<file path="src/rtl/integral_augmented_state_observer_assert.svh">
// ----------------------------------------------------------------------------
// Assertion macros for the integral-augmented state observer
// Concurrent checks that expand to nothing in a synthesis build.
// ----------------------------------------------------------------------------
`ifndef INTEGRAL_AUGMENTED_STATE_OBSERVER_ASSERT_SVH
`define INTEGRAL_AUGMENTED_STATE_OBSERVER_ASSERT_SVH

`ifndef SYNTHESIS

// The consequent is checked in the same cycle as the antecedent.
`define IASO_ASSERT_NOW(label, ante, cons, msg) \
    label: assert property (@(posedge clk) disable iff (!rst_n) (ante) |-> cons) \
        else $error(msg);

// The consequent is checked in the cycle after the antecedent.
`define IASO_ASSERT_NEXT(label, ante, cons, msg) \
    label: assert property (@(posedge clk) disable iff (!rst_n) (ante) |=> cons) \
        else $error(msg);

`else

`define IASO_ASSERT_NOW(label, ante, cons, msg)

`define IASO_ASSERT_NEXT(label, ante, cons, msg)

`endif

`endif

</file>
<file path="src/rtl/iaso_pkg.sv">
// ----------------------------------------------------------------------------
// Observer package
// Fixed-point types, word layouts and saturating helpers shared by the block.
// ----------------------------------------------------------------------------
package iaso_pkg;

    // Signed Q16.16 value, raw product and widened sum.
    typedef logic signed [31:0] q_t;
    typedef logic signed [63:0] prod_t;
    typedef logic signed [33:0] acc_t;

    localparam q_t Q_MAX = 32'sh7FFF_FFFF;
    localparam q_t Q_MIN = 32'sh8000_0000;

    // Sample period in Q16.16.
    localparam q_t PERIOD_Q16 = 32'sd1311;

    // Eight 32-bit registers at byte addresses 0 to 28.
    localparam int CFG_ADDR_W = 5;

    typedef struct packed {
        q_t m00;
        q_t m01;
        q_t m10;
        q_t m11;
        q_t g0;
        q_t g1;
        q_t k0;
        q_t k1;
    } cfg_t;

    typedef struct packed {
        q_t   observation;
        q_t   setpoint;
        q_t   control_input;
        logic ball_absent;
        logic actuator_saturated;
    } sample_t;

    typedef struct packed {
        q_t tracking_error;
        q_t position_estimate;
        q_t velocity_estimate;
        q_t error_integral;
        q_t applied_control;
    } result_t;

    // Work handed from the front part to the state update.
    typedef struct packed {
        q_t   err;
        q_t   control;
        acc_t base0;
        acc_t base1;
        q_t   int_step;
        logic absent;
        logic saturated;
    } cmd_t;

    // Clamp a widened sum to the 32-bit signed range.
    function automatic q_t sat_acc(input acc_t v);
        q_t r;
        if (v[33:31] == 3'b000 || v[33:31] == 3'b111)
        begin
            r = v[31:0];
        end
        else if (v[33])
        begin
            r = Q_MIN;
        end
        else
        begin
            r = Q_MAX;
        end
        return r;
    endfunction

    // Q16.16 product: arithmetic shift by 16 (floor), then clamp.
    function automatic q_t qmul(input prod_t p);
        q_t r;
        if (p[63:47] == 17'h00000 || p[63:47] == 17'h1FFFF)
        begin
            r = p[47:16];
        end
        else if (p[63])
        begin
            r = Q_MIN;
        end
        else
        begin
            r = Q_MAX;
        end
        return r;
    endfunction

endpackage

</file>
<file path="src/rtl/iaso_stream_if.sv">
// ----------------------------------------------------------------------------
// Observer stream interface
// Valid/ready channel carrying one word of the given payload type.
// ----------------------------------------------------------------------------
interface iaso_stream_if #(
    parameter type PAYLOAD_T = logic
) ();

    logic     valid;
    logic     ready;
    PAYLOAD_T payload;

    modport source (output valid, output payload, input ready);
    modport sink (input valid, input payload, output ready);

endinterface

</file>
<file path="src/rtl/iaso_queue.sv">
// ----------------------------------------------------------------------------
// Observer command queue
// Short first-in first-out buffer between the front part and the update.
// ----------------------------------------------------------------------------
module iaso_queue #(
    parameter int DEPTH = 4
) (
    input  logic          clk,
    input  logic          rst_n,
    iaso_stream_if.sink   push,
    iaso_stream_if.source pop
);
    import iaso_pkg::*;

    localparam int PTR_W = (DEPTH > 1) ? $clog2(DEPTH) : 1;
    localparam int CNT_W = $clog2(DEPTH + 1);

    cmd_t             mem_reg [DEPTH];
    logic [PTR_W-1:0] wr_ptr_reg;
    logic [PTR_W-1:0] wr_ptr_next;
    logic [PTR_W-1:0] rd_ptr_reg;
    logic [PTR_W-1:0] rd_ptr_next;
    logic [CNT_W-1:0] count_reg;
    logic [CNT_W-1:0] count_next;
    logic             push_fire;
    logic             pop_fire;

    assign push.ready  = count_reg != CNT_W'(DEPTH);
    assign pop.valid   = count_reg != '0;
    assign pop.payload = mem_reg[rd_ptr_reg];

    assign push_fire = push.valid && push.ready;
    assign pop_fire  = pop.valid && pop.ready;

    always_comb
    begin
        wr_ptr_next = wr_ptr_reg;
        rd_ptr_next = rd_ptr_reg;
        count_next  = count_reg;
        if (push_fire)
        begin
            wr_ptr_next = (wr_ptr_reg == PTR_W'(DEPTH - 1)) ? '0 : wr_ptr_reg + 1'b1;
        end
        if (pop_fire)
        begin
            rd_ptr_next = (rd_ptr_reg == PTR_W'(DEPTH - 1)) ? '0 : rd_ptr_reg + 1'b1;
        end
        if (push_fire && !pop_fire)
        begin
            count_next = count_reg + 1'b1;
        end
        else if (pop_fire && !push_fire)
        begin
            count_next = count_reg - 1'b1;
        end
    end

    always_ff @(posedge clk or negedge rst_n)
    begin
        if (!rst_n)
        begin
            wr_ptr_reg <= '0;
            rd_ptr_reg <= '0;
            count_reg  <= '0;
        end
        else
        begin
            wr_ptr_reg <= wr_ptr_next;
            rd_ptr_reg <= rd_ptr_next;
            count_reg  <= count_next;
        end
    end

    always_ff @(posedge clk)
    begin
        if (push_fire)
        begin
            mem_reg[wr_ptr_reg] <= push.payload;
        end
    end

endmodule

</file>
<file path="src/flat_wrapper.sv">
// flat-port wrapper written by rule: the top's interface ports become plain ports
module iaso_queue_flat import iaso_pkg::*;
#(
    parameter int DEPTH = 4
)
  (clk, rst_n, push_valid, push_payload, push_ready, pop_valid, pop_payload, pop_ready);
  iaso_stream_if push_i ();
  iaso_stream_if pop_i ();
  input  logic clk;
  input  logic rst_n;
  input wire logic [$bits(push_i.valid)-1:0] push_valid;
  input wire logic [$bits(push_i.payload)-1:0] push_payload;
  output wire logic [$bits(push_i.ready)-1:0] push_ready;
  output wire logic [$bits(pop_i.valid)-1:0] pop_valid;
  output wire logic [$bits(pop_i.payload)-1:0] pop_payload;
  input wire logic [$bits(pop_i.ready)-1:0] pop_ready;
  assign push_i.valid = push_valid;
  assign push_i.payload = push_payload;
  assign push_ready = push_i.ready;
  assign pop_valid = pop_i.valid;
  assign pop_payload = pop_i.payload;
  assign pop_i.ready = pop_ready;
  iaso_queue #(.DEPTH(DEPTH)) u_core (.clk(clk), .rst_n(rst_n), .push(push_i), .pop(pop_i));
endmodule
</file>
<file path="config.mk">
export PLATFORM = sky130hd
export DESIGN_NAME = iaso_queue_flat
export DESIGN_NICKNAME = d
export VERILOG_FILES = /design/src/rtl/integral_augmented_state_observer_assert.svh /design/src/rtl/iaso_pkg.sv /design/src/rtl/iaso_stream_if.sv /design/src/rtl/iaso_queue.sv /design/src/flat_wrapper.sv
export SDC_FILE = /design/constraint.sdc
export NUM_CORES = 1
export LEC_CHECK = 0
export ABC_AREA = 1
export BUFFER_PORTS_ARGS = -buffer_cell sky130_fd_sc_hd__buf_2
export CORE_UTILIZATION = 50
export CTS_CLUSTER_SIZE = 28
export DETAILED_ROUTE_END_ITERATION = 10
export PLACE_DENSITY = 0.75
export SYNTH_ARGS = -nofsm -noshare
export SYNTH_HDL_FRONTEND = slang
export SYNTH_SLANG_ARGS = --single-unit
</file>
<file path="constraint.sdc">
create_clock -name clk -period 2.4 [get_ports clk]
set_clock_uncertainty 0.2 [all_clocks]
set_input_delay 0.12 -clock clk [delete_from_list [all_inputs] [get_ports clk]]
set_output_delay 0.12 -clock clk [all_outputs]
set_load 0.02 [all_outputs]
</file>
==> results.md <==
* Most frequent CP cell: inv_1
* EDFF count, synth at 4
* Pre-CTS setup slack at 0.473 ns
* Status: finished, final reports clean
* Power Density at 1190 nW/µm²
* Root buffer cell: clkbuf_4
* Row cnt at 12
* Post-cts sizing count at 0
* Remaining routing DRC violations at 0
* Total GRT Usage at 16.8%
* Initial drt markers at 6
* Fill count at 84
* Worst path max stage delay at 0.43 ns
* Synthesized Nets at 82
* Placed cell areas at 703 µm²
* Setup_tns at 0 ns
* Reg power frac at 37.9%
* Yosys warns at 0
* Synthesized area at 651 µm²
* Overall Power at 0.915 mW
* Syn Area/Cell at 9.29 µm²
* I/O pin count at 8
* DRT Pass-1 Iters at 4
* Initial antenna violation count at 0
* Switching Fraction at 43.9%
* Slew @ Worst Pin at 0.195 ns
* Worst Hold Class: input pin to async pin
* Largest net degree at the start of global routing at 8
* Worst path bufs/invs at 3
* Sequential area share after synthesis at 45.4%
* Post-synth top cells: nand2_1 (16), inv_1 (12), dfrtp_1 (7)
* Largest cells by area after synthesis: dfrtp_1 (27%), edfxtp_1 (18%), ha_1 (12%)
* Post CTS Setup Buffer Count at 0
* # clock sinks at 11
* Vias/cell at 4.77
* Reg clk slew, reported paths at 0.07 ns
* CTS tree: built
* Leak at 0.391 nW
* Power Internal at 0.514 mW
* Die Y at 38.1 µm
* Yosys reg bits at 11
* Layout cells sized above 1 at 21.2%
* First-pass GRT wire length at 1.57 mm
* Crit path kind: flop to flop
* Initial Util at 56.3%
* Post-route minimum period at 1.93 ns
* PortBufs at 7
* Fin util at 66.6%
* Vias in the first global route at 397
* Rel. slew slack at 87.0%
* Core region area at 1160 µm²
* Comb power frac at 48.0%
* Clk pwr share at 14.1%
* Clk buf depth at 2
* Main synth FF type: dfrtp_1
* DR vias at 472
* Worst Setup Start Kind: flop
* Max FFs per register at 4
* Post-route cell area at 769 µm²
* Hold-fix buffers at CTS at 4
* GRT Residual Overflow at 0
* Num CTS Buffers at 3
* Crit-path max FO at 7
* Dpl cells at 91
* Area Growth Syn to Fin at 18.3%
* Non-filler cells, final at 99
* Setup violations, final at 0
* Switching power at 0.402 mW
* Worst skew pair latency at 0.27 ns
* Final nets at 98
* CP Capture Type: flop
* # Max-Cap Violations at 0
* Worst path slowest cell: dfrtp_1
* Final hold slack at 0.00771 ns
* WL final at 958 µm
* Post-DR wirelength/cell at 9.68 µm
* Fin. Hold Viols at 0
* Max Freq at 518 MHz
* Post-synthesis instance total at 70
* DP HPWL at 714 µm
* RSZ-0062 raised after global routing: no
* Crit share post-route at 80.4%
* Final slew viol count at 0
* Synth unique cells at 17
* Die Width at 38.1 µm
* Final Worst Setup Slack at 0.469 ns
* Leading area contributor after synthesis: dfrtp_1
* Crit-path cells: inv_2 -> nand3_4 -> nand2_4 -> inv_1 -> ha_1 -> inv_1 -> fa_1 -> nand2_1 -> o21ai_0
* Top delay family on crit path: adder cells
* Async set-reset flop share out of synthesis at 63.6%
* Final ANT Viol Nets at 0
* Req. time, crit path at 2.35 ns
* GP Congestion at 0.758
* Count leader, synth: nand2_1
* # diodes at 0
* CP arrival at 1.88 ns
* Die ar. at 1450 µm²
* CTS H-tree lvls at 1
* Worst vdd ir at 0.606 mV
* Post-synth top area share at 26.9%
-- routing by layer --
metal  vias up  share of wire, %  GRT usage (%)
met5         -                 0              0
met4         0               2.4           10.7
met3         4               5.0           5.23
met2        13                48           25.8
met1       207                44           20.2
li1        248                 -              -
-- placed cells by master (no fill, tap or decap), drive strengths merged --
| master | n |
|---|---|
| dfrtp | 7 |
| ha | 6 |
| nand3 | 7 |
| nand2 | 18 |
| a21oi | 1 |
| o211ai | 1 |
| dlygate4sd3 | 4 |
| clkbuf | 4 |
| or2 | 1 |
| inv | 15 |
| xnor2 | 1 |
| nor2 | 6 |
| edfxtp | 4 |
| o21ai | 1 |
| buf | 7 |
| nand4 | 1 |
| fa | 1 |
-- path summary, 6_finish.rpt --
path	startpoint	end	slack, ns	cells past startpoint
max reg2reg	u_core.count_reg[0]	u_core.count_reg[1]	0.47	9
min	rst_n	u_core.wr_ptr_reg[0]	0.008	2
min in group clk	u_core.wr_ptr_reg[1]	u_core.wr_ptr_reg[1]	0.34	2
max in group asynchronous	rst_n	u_core.count_reg[2]	1.83	2
min reg2reg	u_core.wr_ptr_reg[1]	u_core.wr_ptr_reg[1]	0.34	2
max	u_core.count_reg[0]	u_core.count_reg[1]	0.47	9
-- layout make-up --
class                   instances  area (µm²)  share of cell area (%)
flip-flops and latches         11         295                    38.4
inverters                      15        56.3                    7.32
clock buffers                   4        26.3                    3.41
multi-input cells              44         299                    38.9
well taps                      14        17.5                    2.28
repair buffers                 11        75.1                    9.76
-- power groups by stage --
stage	registers, mW	clock network, mW	logic [mW]
6_report	0.347	0.129	0.440
2_1_floorplan	0.338	0	0.356
3_5_place_dp	0.353	0	0.437
4_1_cts	0.349	0.134	0.447
5_1_grt	0.359	0.141	0.519
3_3_place_gp	0.353	0	0.427
-- cells by family (layout without fill, tap and decap cells) --
kind of cell	after synthesis	count (layout)	share of synthesized area, %
adder cells (fa/ha/maj)	7	7	14.6
buffers and inverters	15	30	8.65
flip-flops	11	11	45.4
AO/OA/AOI/OAI	3	3	2.69
XOR/XNOR	1	1	1.35
AND/OR/NAND/NOR	33	33	27.3
Note: power is estimated with default switching activity, not from simulation.
