File: config.mk
export PLATFORM = sky130hd
export DESIGN_NAME = iaso_cfg_regs
export DESIGN_NICKNAME = d
export VERILOG_FILES = /design/src/rtl/integral_augmented_state_observer_assert.svh /design/src/rtl/iaso_pkg.sv /design/src/rtl/iaso_cfg_regs.sv
export SDC_FILE = /design/constraint.sdc
export NUM_CORES = 1
export LEC_CHECK = 0
export ABC_CLOCK_PERIOD_IN_PS = 2200
export BUFFER_PORTS_ARGS = -buffer_cell sky130_fd_sc_hd__buf_2
export CORE_UTILIZATION = 49
export CTS_BUF_LIST = sky130_fd_sc_hd__clkbuf_4
export DETAILED_ROUTE_END_ITERATION = 16
export PLACE_DENSITY = 0.89
export SETUP_SLACK_MARGIN = 0.3
export SKIP_LAST_GASP = 1
export SLEW_MARGIN = 20
export SYNTH_ARGS = -nofsm -noshare
export SYNTH_HDL_FRONTEND = slang
export SYNTH_SLANG_ARGS = --single-unit
File: constraint.sdc
create_clock -name clk -period 2.2 [get_ports clk]
set_clock_uncertainty 0.2 [all_clocks]
set_input_delay 0.44 -clock clk [delete_from_list [all_inputs] [get_ports clk]]
set_output_delay 0.44 -clock clk [all_outputs]
set_load 0.01 [all_outputs]
File: src/rtl/integral_augmented_state_observer_assert.svh
// ----------------------------------------------------------------------------
// Assertion macros for the integral-augmented state observer
// Concurrent checks that expand to nothing in a synthesis build.
// ----------------------------------------------------------------------------
`ifndef INTEGRAL_AUGMENTED_STATE_OBSERVER_ASSERT_SVH
`define INTEGRAL_AUGMENTED_STATE_OBSERVER_ASSERT_SVH

`ifndef SYNTHESIS

// The consequent is checked in the same cycle as the antecedent.
`define IASO_ASSERT_NOW(label, ante, cons, msg) \
    label: assert property (@(posedge clk) disable iff (!rst_n) (ante) |-> cons) \
        else $error(msg);

// The consequent is checked in the cycle after the antecedent.
`define IASO_ASSERT_NEXT(label, ante, cons, msg) \
    label: assert property (@(posedge clk) disable iff (!rst_n) (ante) |=> cons) \
        else $error(msg);

`else

`define IASO_ASSERT_NOW(label, ante, cons, msg)

`define IASO_ASSERT_NEXT(label, ante, cons, msg)

`endif

`endif

File: src/rtl/iaso_pkg.sv
// ----------------------------------------------------------------------------
// Observer package
// Fixed-point types, word layouts and saturating helpers shared by the block.
// ----------------------------------------------------------------------------
package iaso_pkg;

    // Signed Q16.16 value, raw product and widened sum.
    typedef logic signed [31:0] q_t;
    typedef logic signed [63:0] prod_t;
    typedef logic signed [33:0] acc_t;

    localparam q_t Q_MAX = 32'sh7FFF_FFFF;
    localparam q_t Q_MIN = 32'sh8000_0000;

    // Sample period in Q16.16.
    localparam q_t PERIOD_Q16 = 32'sd1311;

    // Eight 32-bit registers at byte addresses 0 to 28.
    localparam int CFG_ADDR_W = 5;

    typedef struct packed {
        q_t m00;
        q_t m01;
        q_t m10;
        q_t m11;
        q_t g0;
        q_t g1;
        q_t k0;
        q_t k1;
    } cfg_t;

    typedef struct packed {
        q_t   observation;
        q_t   setpoint;
        q_t   control_input;
        logic ball_absent;
        logic actuator_saturated;
    } sample_t;

    typedef struct packed {
        q_t tracking_error;
        q_t position_estimate;
        q_t velocity_estimate;
        q_t error_integral;
        q_t applied_control;
    } result_t;

    // Work handed from the front part to the state update.
    typedef struct packed {
        q_t   err;
        q_t   control;
        acc_t base0;
        acc_t base1;
        q_t   int_step;
        logic absent;
        logic saturated;
    } cmd_t;

    // Clamp a widened sum to the 32-bit signed range.
    function automatic q_t sat_acc(input acc_t v);
        q_t r;
        if (v[33:31] == 3'b000 || v[33:31] == 3'b111)
        begin
            r = v[31:0];
        end
        else if (v[33])
        begin
            r = Q_MIN;
        end
        else
        begin
            r = Q_MAX;
        end
        return r;
    endfunction

    // Q16.16 product: arithmetic shift by 16 (floor), then clamp.
    function automatic q_t qmul(input prod_t p);
        q_t r;
        if (p[63:47] == 17'h00000 || p[63:47] == 17'h1FFFF)
        begin
            r = p[47:16];
        end
        else if (p[63])
        begin
            r = Q_MIN;
        end
        else
        begin
            r = Q_MAX;
        end
        return r;
    endfunction

endpackage

File: src/rtl/iaso_cfg_regs.sv
// ----------------------------------------------------------------------------
// Observer configuration registers
// APB-style register file holding the observer, input and correction gains.
// ----------------------------------------------------------------------------
module iaso_cfg_regs (
    input  logic                           clk,
    input  logic                           rst_n,
    input  logic                           psel,
    input  logic                           penable,
    input  logic                           pwrite,
    input  logic [iaso_pkg::CFG_ADDR_W-1:0] paddr,
    input  logic [31:0]                    pwdata,
    output logic [31:0]                    prdata,
    output logic                           pready,
    output iaso_pkg::cfg_t                 cfg
);
    import iaso_pkg::*;

    typedef enum logic [2:0] {
        REG_M00 = 3'd0,
        REG_M01 = 3'd1,
        REG_M10 = 3'd2,
        REG_M11 = 3'd3,
        REG_G0  = 3'd4,
        REG_G1  = 3'd5,
        REG_K0  = 3'd6,
        REG_K1  = 3'd7
    } reg_idx_t;

    cfg_t     cfg_reg;
    cfg_t     cfg_next;
    reg_idx_t idx;
    logic     wr_en;

    assign pready = 1'b1;
    assign idx    = reg_idx_t'(paddr[CFG_ADDR_W-1:2]);
    assign wr_en  = psel && penable && pwrite && pready;

    always_comb
    begin
        cfg_next = cfg_reg;
        if (wr_en)
        begin
            unique case (idx)
                REG_M00: cfg_next.m00 = pwdata;
                REG_M01: cfg_next.m01 = pwdata;
                REG_M10: cfg_next.m10 = pwdata;
                REG_M11: cfg_next.m11 = pwdata;
                REG_G0:  cfg_next.g0  = pwdata;
                REG_G1:  cfg_next.g1  = pwdata;
                REG_K0:  cfg_next.k0  = pwdata;
                REG_K1:  cfg_next.k1  = pwdata;
                default: cfg_next = cfg_reg;
            endcase
        end
    end

    always_comb
    begin
        unique case (idx)
            REG_M00: prdata = cfg_reg.m00;
            REG_M01: prdata = cfg_reg.m01;
            REG_M10: prdata = cfg_reg.m10;
            REG_M11: prdata = cfg_reg.m11;
            REG_G0:  prdata = cfg_reg.g0;
            REG_G1:  prdata = cfg_reg.g1;
            REG_K0:  prdata = cfg_reg.k0;
            REG_K1:  prdata = cfg_reg.k1;
            default: prdata = '0;
        endcase
    end

    always_ff @(posedge clk or negedge rst_n)
    begin
        if (!rst_n)
        begin
            cfg_reg <= '0;
        end
        else
        begin
            cfg_reg <= cfg_next;
        end
    end

    assign cfg = cfg_reg;

endmodule

==> results of run 1 <==
-- kinds of logic (layout without fill, tap and decap cells) --
group                  Yosys count  in the layout  share of synthesized area
muxes                          350            350                      0.331
DFF                            256            256                      0.555
AOI/OAI and AO/OA               98             98                     0.0665
buffers and inverters           90            682                     0.0342
and+or+nand+nor                 25             26                     0.0133
other                            1              3                   0.000325
-- cell usage after synthesis (2+ instances only) --
library cell,n,share of area
dfrtp_1,256,0.55
buf_4,4,0.0026
nand2_1,2,0.00065
buf_1,4,0.0013
nand2b_1,4,0.0022
nor3b_1,3,0.0019
a31oi_1,2,0.0011
a211oi_1,2,0.0013
o22ai_1,31,0.017
o22a_1,31,0.024
buf_2,34,0.015
nor2b_1,2,0.0011
inv_1,30,0.0097
mux2_1,36,0.035
a221oi_1,29,0.022
mux2i_1,94,0.081
nor2_1,9,0.0029
mux2_2,220,0.21
or3_1,2,0.0011
clkbuf_1,18,0.0058
-- per-stage QoR --
stage,util,TNS (ps),power (µW),cells
after floorplan,-,0,8310,820
after global placement,0.628,-50820,9970,1464
after detailed placement,0.628,-59480,10100,1464
after CTS,0.710,-4320,14900,1670
after global routing,0.758,-7320,16500,1728
final,0.758,-5310,15900,1728
-- area by class of cell --
type / instances / area (µm²) / area share
well taps: 313 / 392 / 0.0226
clock inverters: 15 / 136 / 0.00788
clock buffers: 100 / 751 / 0.0433
inverters: 30 / 113 / 0.00650
repair buffers: 537 / 4370 / 0.252
multi-input cells: 475 / 5140 / 0.297
diodes: 2 / 5.00 / 0.000289
flip-flops and latches: 256 / 6410 / 0.370
-- report_power, final --
part | leakage [µW] | switching [µW] | internal (µW)
sequential | 0.00327 | 826 | 5630
clock | 0.000526 | 2010 | 2420
combinational | 0.00505 | 2320 | 2700
-- layer usage --
layer | GRT usage | up-vias
li1 | - | 4178
met4 | 0.172 | 2
met1 | 0.415 | 5126
met5 | 0 | -
met3 | 0.0950 | 193
met2 | 0.542 | 783
-- worst max path at each step --
stage / endpoint / cells after the start
2_1_floorplan: prdata[3] / 6
3_3_place_gp: prdata[0] / 6
3_5_place_dp: prdata[14] / 6
4_1_cts: prdata[1] / 4
5_1_grt: prdata[7] / 4
6_report: prdata[7] / 4
-- repair_timing --
item / in CTS / in global routing
endpoints found under the setup margin: 38 / 146
pin swaps: 18 / 27
cloned: 5 / 1
buffers inserted: 53 / 55
hold endpoints to repair: 512 / 0
resized for setup: 30 / 140
hold buffers: 33 / 0
==> metrics.txt, run 1 <==
Largest register FFs 256; Fin. Hold Viols 0; Synth Register Bits 256; synthesized net count 862; EDFF count, synth 0; FILL cells 1351; crit-path leading delay family compound AO/OA/AOI/OAI gates; total wire length 44.6 mm; Slew Viols, Final 0; Peak Freq 400 MHz; Area after DPL 14400 µm²; Critical Path Start Type flip-flop; CORE AREA 22800 µm²; DR vias 10282; highest metal used met5; max-cap viol count 0; clk_lat worst skew 640 ps; root buf cell clkbuf_4; r2r setup slk 950 ps; Die Span Y 156 µm; CP arrival 1860 ps; Tmin final 2500 ps; vias in the first global route 10278; DR WL/cell 25.8 µm; Worst Slack Setup Final -298 ps; WP buf/inv 1; pwr dens 919 nW/µm²; CP cell instances mux2i_1, a221oi_1, o22a_1, buf_2; Layout area overhead 49.9%; Reg2Reg Depth 3; overall routing resource usage 0.336; RSZ-0062 raised after global routing true; Critical R2R Capture cfg[56]; Final period util 1.14; Max stage delay cell, worst path a221oi_1; metal3 WL 4.34 mm; routed length on met2 21.6 mm; Final GP Congestion 0.841; commonest non-fill, non-tap cell in the layout buf_2; Critical Path Sink Type output port; clock slew at reported path FFs 80 ps; # rows 55; Worst Path Required 1560 ps; initial core utilization 0.506; Final ANT Viol Nets 0; worst rel slew slack 0.666; register area share after synthesis 0.555; endpoints failing setup 32; pin count of the biggest net entering global routing 58; status complete, but fails checks; clock tree buffer depth 3; H-tree lvl count 3; worst reg2reg path startpoint cfg[56]; global route total overflow 0; Crit Path Category flip-flop to output port; DRC 0; dpl hpwl 24.6 mm; Worst Tran Pin Value 501 ps; Worst path max stage delay 400 ps; initial antenna violation count 3; CP Max Fanout 3; Max VDD drop 0.000756 V; synthesized area 11600 µm²; CTS Sinks 256; die area 24200 µm²; Via-to-Cell Ratio 5.95; io pins 331; Starting DRT DRC Count 839; FFs w/ async S/R, synth 1.00; worst hold slack 107 ps; crit path launch cfg[39]; failing checks setup timing; dpl ws -379 ps; Pleak 0.00884 µW; number of synthesis warnings 0; Avg Cell Area, Syn 14.1 µm²; layout cells sized above 1 0.643; Post-synth top flop dfrtp_1; Nets 1410; CTS buffer count 68; port buffer count 327; WL met1 16.3 mm; Hold Path Class input pin to asynchronous set/reset pin; first-pass GRT wire length 60.7 mm; die span in x 156 µm; commonest non-fill, non-tap cells in the layout buf_2, dfrtp_1, mux2_2, buf_6, clkbuf_4; Post-Synthesis Cells 820; DRT Pass-1 Iters 7; CTS tree done; post-synth cell types 27; Final Instance Area 17300 µm²
Power figures use the tool's default switching activity.
==> inputs of run 2 (changes only) <==
SETUP_SLACK_MARGIN = not set   (was 0.3)
==> metrics.txt, run 2 (synthesis results as in run 1) <==
Critical Path Sink Type output port; total wire length 39.9 mm (-10%); dpl hpwl 24.7 mm (+0.17%); # rows 55 (unchanged); Via-to-Cell Ratio 5.74 (-3.5%); Final period util 1.09 (-0.0445); CP Max Fanout 2 (-1); Setup TNS Final -3670 ps (+1640 ps); Fin. Hold Viols 0 (unchanged); clk_lat worst skew 630 ps (about the same); port buffer count 327 (unchanged); overall routing resource usage 0.326 (-0.0104); CP cell instances mux2i_2, o22ai_1, o22a_1, buf_2; CTS buffer count 68 (unchanged); CORE AREA 22800 µm² (unchanged); Largest register FFs 256 (unchanged); clock tree buffer depth 3 (unchanged); Peak Freq 417 MHz (+4.1%); Layout area overhead 41.3%; Worst Path Required 1560 ps (about the same); Starting DRT DRC Count 748 (-11%); pin count of the biggest net entering global routing 75 (+29%); first-pass GRT wire length 59.5 mm (-2.0%); RSZ-0062 raised after global routing true; commonest non-fill, non-tap cell in the layout buf_2; endpoints failing setup 32 (unchanged); DR WL/cell 23.4 µm (-9.3%); global route total overflow 0 (unchanged); Crit Path Category flip-flop to output port; Final GP Congestion 0.853 (+1.5%); Worst Slack Setup Final -200 ps (+97.8 ps); Worst Tran Pin Value 669 ps (+168 ps); Slew Viols, Final 0 (unchanged); Worst path max stage delay 380 ps (-20 ps); io pins 331 (unchanged); die span in x 156 µm (unchanged); worst reg2reg path startpoint cfg[208]; worst rel slew slack 0.554 (-0.112); Nets 1390 (-1.4%); Die Span Y 156 µm (unchanged); CTS Sinks 256 (unchanged); Final ANT Viol Nets 0 (unchanged); pwr dens 915 nW/µm² (-0.37%); Pleak 0.00840 µW (-5.0%); DR vias 9791 (-4.8%); H-tree lvl count 3 (unchanged); Max stage delay cell, worst path dfrtp_1; root buf cell clkbuf_4; crit path launch cfg[218]; vias in the first global route 10415 (+1.3%); max-cap viol count 0 (unchanged); commonest non-fill, non-tap cells in the layout buf_2, dfrtp_1, mux2_2, buf_4; DRT Pass-1 Iters 5 (-2); CTS tree done; initial antenna violation count 1 (-2); initial core utilization 0.506 (unchanged); failing checks setup timing; clock slew at reported path FFs 70 ps (about the same); DRC 0 (unchanged); Area after DPL 14200 µm² (-1.3%); Tmin final 2400 ps (-97.8 ps); status complete, but fails checks; CP arrival 1760 ps (-100 ps); layout cells sized above 1 0.615 (-0.0277); die area 24200 µm² (unchanged); Max VDD drop 0.000751 V (-0.71%); Final Instance Area 16300 µm² (-5.8%); Hold Path Class input pin to asynchronous set/reset pin; Critical Path Start Type flip-flop
[run 2: routing by layer]
metal / vias up / GRT usage / wire length [µm]
met5: - / 0 / 0
met4: 0 / 0.178 / 1730
met3: 140 / 0.0831 / 2990
met2: 533 / 0.541 / 19700
met1: 4980 / 0.390 / 15500
li1: 4138 / - / -
[run 2: worst paths after layout]
kind / to / slack, ps / depth (start not counted)
setup / recovery: prdata[26] / -200 / 4
hold / removal: cfg[190] / 200 / 2
setup reg to reg: cfg[208] / 960 / 3
hold reg to reg: cfg[231] / 320 / 1
max in group asynchronous: cfg[109] / 890 / 3
min in group clk: cfg[231] / 320 / 1
[run 2: what timing repair did]
item | CTS | global route
hold endpoints to repair | 318 | 0
endpoints found under the setup margin | 32 | 32
setup buffers | 71 | 27
resized for setup | 28 | 14
hold buffers | 33 | 0
pin swaps | 26 | 24
[run 2: worst max-delay path, delay by kind of cell (launching register included)]
kind / cells / cell delay (ps)
AO/OA/AOI/OAI: 2 / 360
buffers and inverters: 1 / 150
flip-flops: 1 / 380
multiplexers: 1 / 240
[run 2: report_power, final]
| part | internal [µW] | leakage [µW] | switching, µW | total (µW) |
|---|---|---|---|---|
| Combinational | 2260 | 0.00464 | 2190 | 4450 |
| Sequential | 5630 | 0.00327 | 719 | 6350 |
| Clock | 2160 | 0.000493 | 1980 | 4140 |
| Total | 10000 | 0.00840 | 4890 | 14900 |
[run 2: metrics by stage]
stage / hold WS [ps] / total power, µW / cells / utilization / setup WS, ps
final: 205 / 14900 / 1706 / 0.714 / -200
after global routing: 234 / 15600 / 1706 / 0.714 / -264
after CTS: 185 / 14600 / 1678 / 0.702 / -192
after detailed placement: 285 / 10100 / 1461 / 0.620 / -323
after global placement: 282 / 9870 / 1461 / 0.620 / -244
after floorplan: -55.6 / 8190 / 820 / - / -1.62
[run 2: area by class of cell]
type,instances,area [µm²]
Fill cell,1481,6530
Sequential cell,256,6410
Multi-Input combinational cell,474,5060
Timing Repair Buffer,518,3520
Clock buffer,91,683
Tap cell,313,392
Clock inverter,23,141
Inverter,30,113
Antenna cell,1,2.50
==> inputs of run 3 (changes only) <==
ABC_CLOCK_PERIOD_IN_PS = 2600   (was 2200)
CORE_UTILIZATION = 50   (was 49)
CTS_CLUSTER_DIAMETER = 80   (was not set)
PLACE_DENSITY = 0.87   (was 0.89)
clock period = 2.6 ns   (was 2.2 ns; I/O delays follow)
==> metrics.txt, run 3 (synthesis results as in run 1) <==
DRC 0 (unchanged); Tmin final 2560 ps; FILL cells 1625 (+9.7%); Layout area overhead 32.7%; io pins 331 (unchanged); clock slew at reported path FFs 70 ps (about the same); CTS tree done; Final GP Congestion 0.877 (+2.8%); Pleak 0.00785 µW (-6.6%); clk_lat worst skew 620 ps (about the same); switch share 0.320 (-0.00758); Clk pwr share 0.290 (+0.013); r2r setup slk 1550 ps (+590 ps); Peak Freq 391 MHz; global route total overflow 0 (unchanged); die area 23700 µm² (-2.0%); Max stage delay cell, worst path a221oi_1; Worst Tran Pin Value 675 ps (+6.45 ps); Final period util 0.983; CTS Sinks 256 (unchanged); Critical Path Start Type input pin; Fin. Hold Viols 0 (unchanged); Largest register FFs 256 (unchanged); endpoints failing setup 0 (-100%); # rows 55 (unchanged); CTS buffer count 68 (unchanged); clock tree buffer depth 3 (unchanged); worst rel slew slack 0.550 (-0.00430); layout cells sized above 1 0.555 (-0.0599); Slew Viols, Final 0 (unchanged); initial antenna violation count 6 (+5); crit-path most repeated cell buf_6; total wire length 36.7 mm (-8.0%); Crit Path Category input pin to output port; Worst path max stage delay 370 ps (about the same); dpl hpwl 24.0 mm (-2.7%); register share of total power 0.452 (+0.027); overall routing resource usage 0.310 (-0.0161); CP cell instances buf_6, buf_6, buf_12, mux2i_1, a221oi_1, o22a_1, buf_2; pwr dens 783 nW/µm² (-15%); H-tree lvl count 3 (unchanged); die span in x 154 µm (-0.99%); vias in the first global route 9728 (-6.6%); CP arrival 1840 ps (+80 ps); Hold Path Class input pin to flip-flop; pin count of the biggest net entering global routing 85 (+13%); Max VDD drop 0.000514 V (-31%); CP Max Fanout 31 (+29); Comb pwr share 0.257 (-0.041); first-pass GRT wire length 55.7 mm (-6.5%); Final ANT Viol Nets 0 (unchanged); Nets 1284 (-7.6%); dpl ws -183 ps (+140 ps); Starting DRT DRC Count 646 (-14%); DRT Pass-1 Iters 5 (unchanged); Setup TNS Final 0 ps (+3670 ps); port buffer count 327 (unchanged); max-cap viol count 0 (unchanged); DR WL/cell 23.2 µm (-0.71%); Die Span Y 154 µm (-0.99%); CORE AREA 22600 µm² (-0.90%); Worst Path Required 1880 ps (+320 ps); Worst Slack Setup Final 44.9 ps (+245 ps); root buf cell clkbuf_4; commonest non-fill, non-tap cells in the layout buf_2, dfrtp_1, mux2_2, mux2i_1, clkbuf_4; total chip power 12000 µW (-20%); status complete, no violations; Via-to-Cell Ratio 5.82 (+1.4%); DR vias 9193 (-6.1%); Int Power 8160 µW (-19%); initial core utilization 0.510 (+0.00461); commonest non-fill, non-tap cell in the layout buf_2; Critical Path Sink Type output port; switching pwr 3840 µW (-22%)
run 3: cell count changes in the layout (fill, tap and decap cells not counted), moves of 3 or more:
cell	previous run	this run
mux2i_2	3	0
mux2i_1	91	94
a221oi_1	2	29
clkbuf_4	91	94
buf_4	129	20
a221oi_2	26	0
diode_2	1	5
run 3: area by class of cell:
| cell class | count | area [µm²] | share of cell area |
|---|---|---|---|
| antenna | 5 | 12.5 | 0.000816 |
| clock buffer | 93 | 698 | 0.0455 |
| clock inverter | 25 | 150 | 0.00979 |
| inverter | 30 | 113 | 0.00734 |
| multi-input combinational | 475 | 4830 | 0.315 |
| sequential | 256 | 6410 | 0.418 |
| tap | 285 | 357 | 0.0233 |
| timing repair buffer | 411 | 2760 | 0.180 |
run 3: worst max-delay path, delay by kind of cell:
kind                   cells  cell delay (ps)
buffers and inverters      4              580
multiplexers               1              140
AO/OA/AOI/OAI              2              550
run 3: final timing paths:
kind	from	to	cells past startpoint
setup / recovery	paddr[3]	prdata[20]	7
hold / removal	pwdata[4]	cfg[68]	2
setup reg to reg	cfg[224]	cfg[224]	1
hold reg to reg	cfg[249]	cfg[249]	1
max in group asynchronous	rst_n	cfg[221]	3
min in group asynchronous	rst_n	cfg[202]	2
run 3: what timing repair did:
action | CTS | global route
hold buffers | 31 | 0
endpoints found under the hold margin | 263 | 0
resized for setup | 2 | 3
endpoints found under the setup margin | 30 | 7
gates cloned | 1 | 1
setup buffers | 0 | 2
run 3: per-stage QoR:
step | hold slack [ps] | util | cells | instance area, µm²
finish | 34.0 | 0.677 | 1580 | 15300
global route | -1.60 | 0.677 | 1580 | 15300
CTS | 2.36 | 0.673 | 1572 | 15200
detailed placement | 311 | 0.621 | 1422 | 14100
global placement | 290 | 0.621 | 1422 | 14100
floorplan | 24.4 | - | 820 | 11600
run 3: power groups by stage:
stage | logic [µW] | registers [µW] | clock network [µW]
after detailed placement | 3020 | 5470 | 0
after floorplan | 1210 | 5720 | 0
after CTS | 3070 | 5410 | 3560
after global placement | 2910 | 5420 | 0
after global routing | 3290 | 5520 | 3780
final | 3090 | 5430 | 3480
run 3: layer usage:
metal | global-route usage | up-vias | share of wire
li1 | - | 3932 | -
met1 | 0.378 | 4659 | 0.39
met2 | 0.505 | 487 | 0.48
met3 | 0.0800 | 111 | 0.082
met4 | 0.168 | 4 | 0.042
met5 | 0 | - | 0.00087
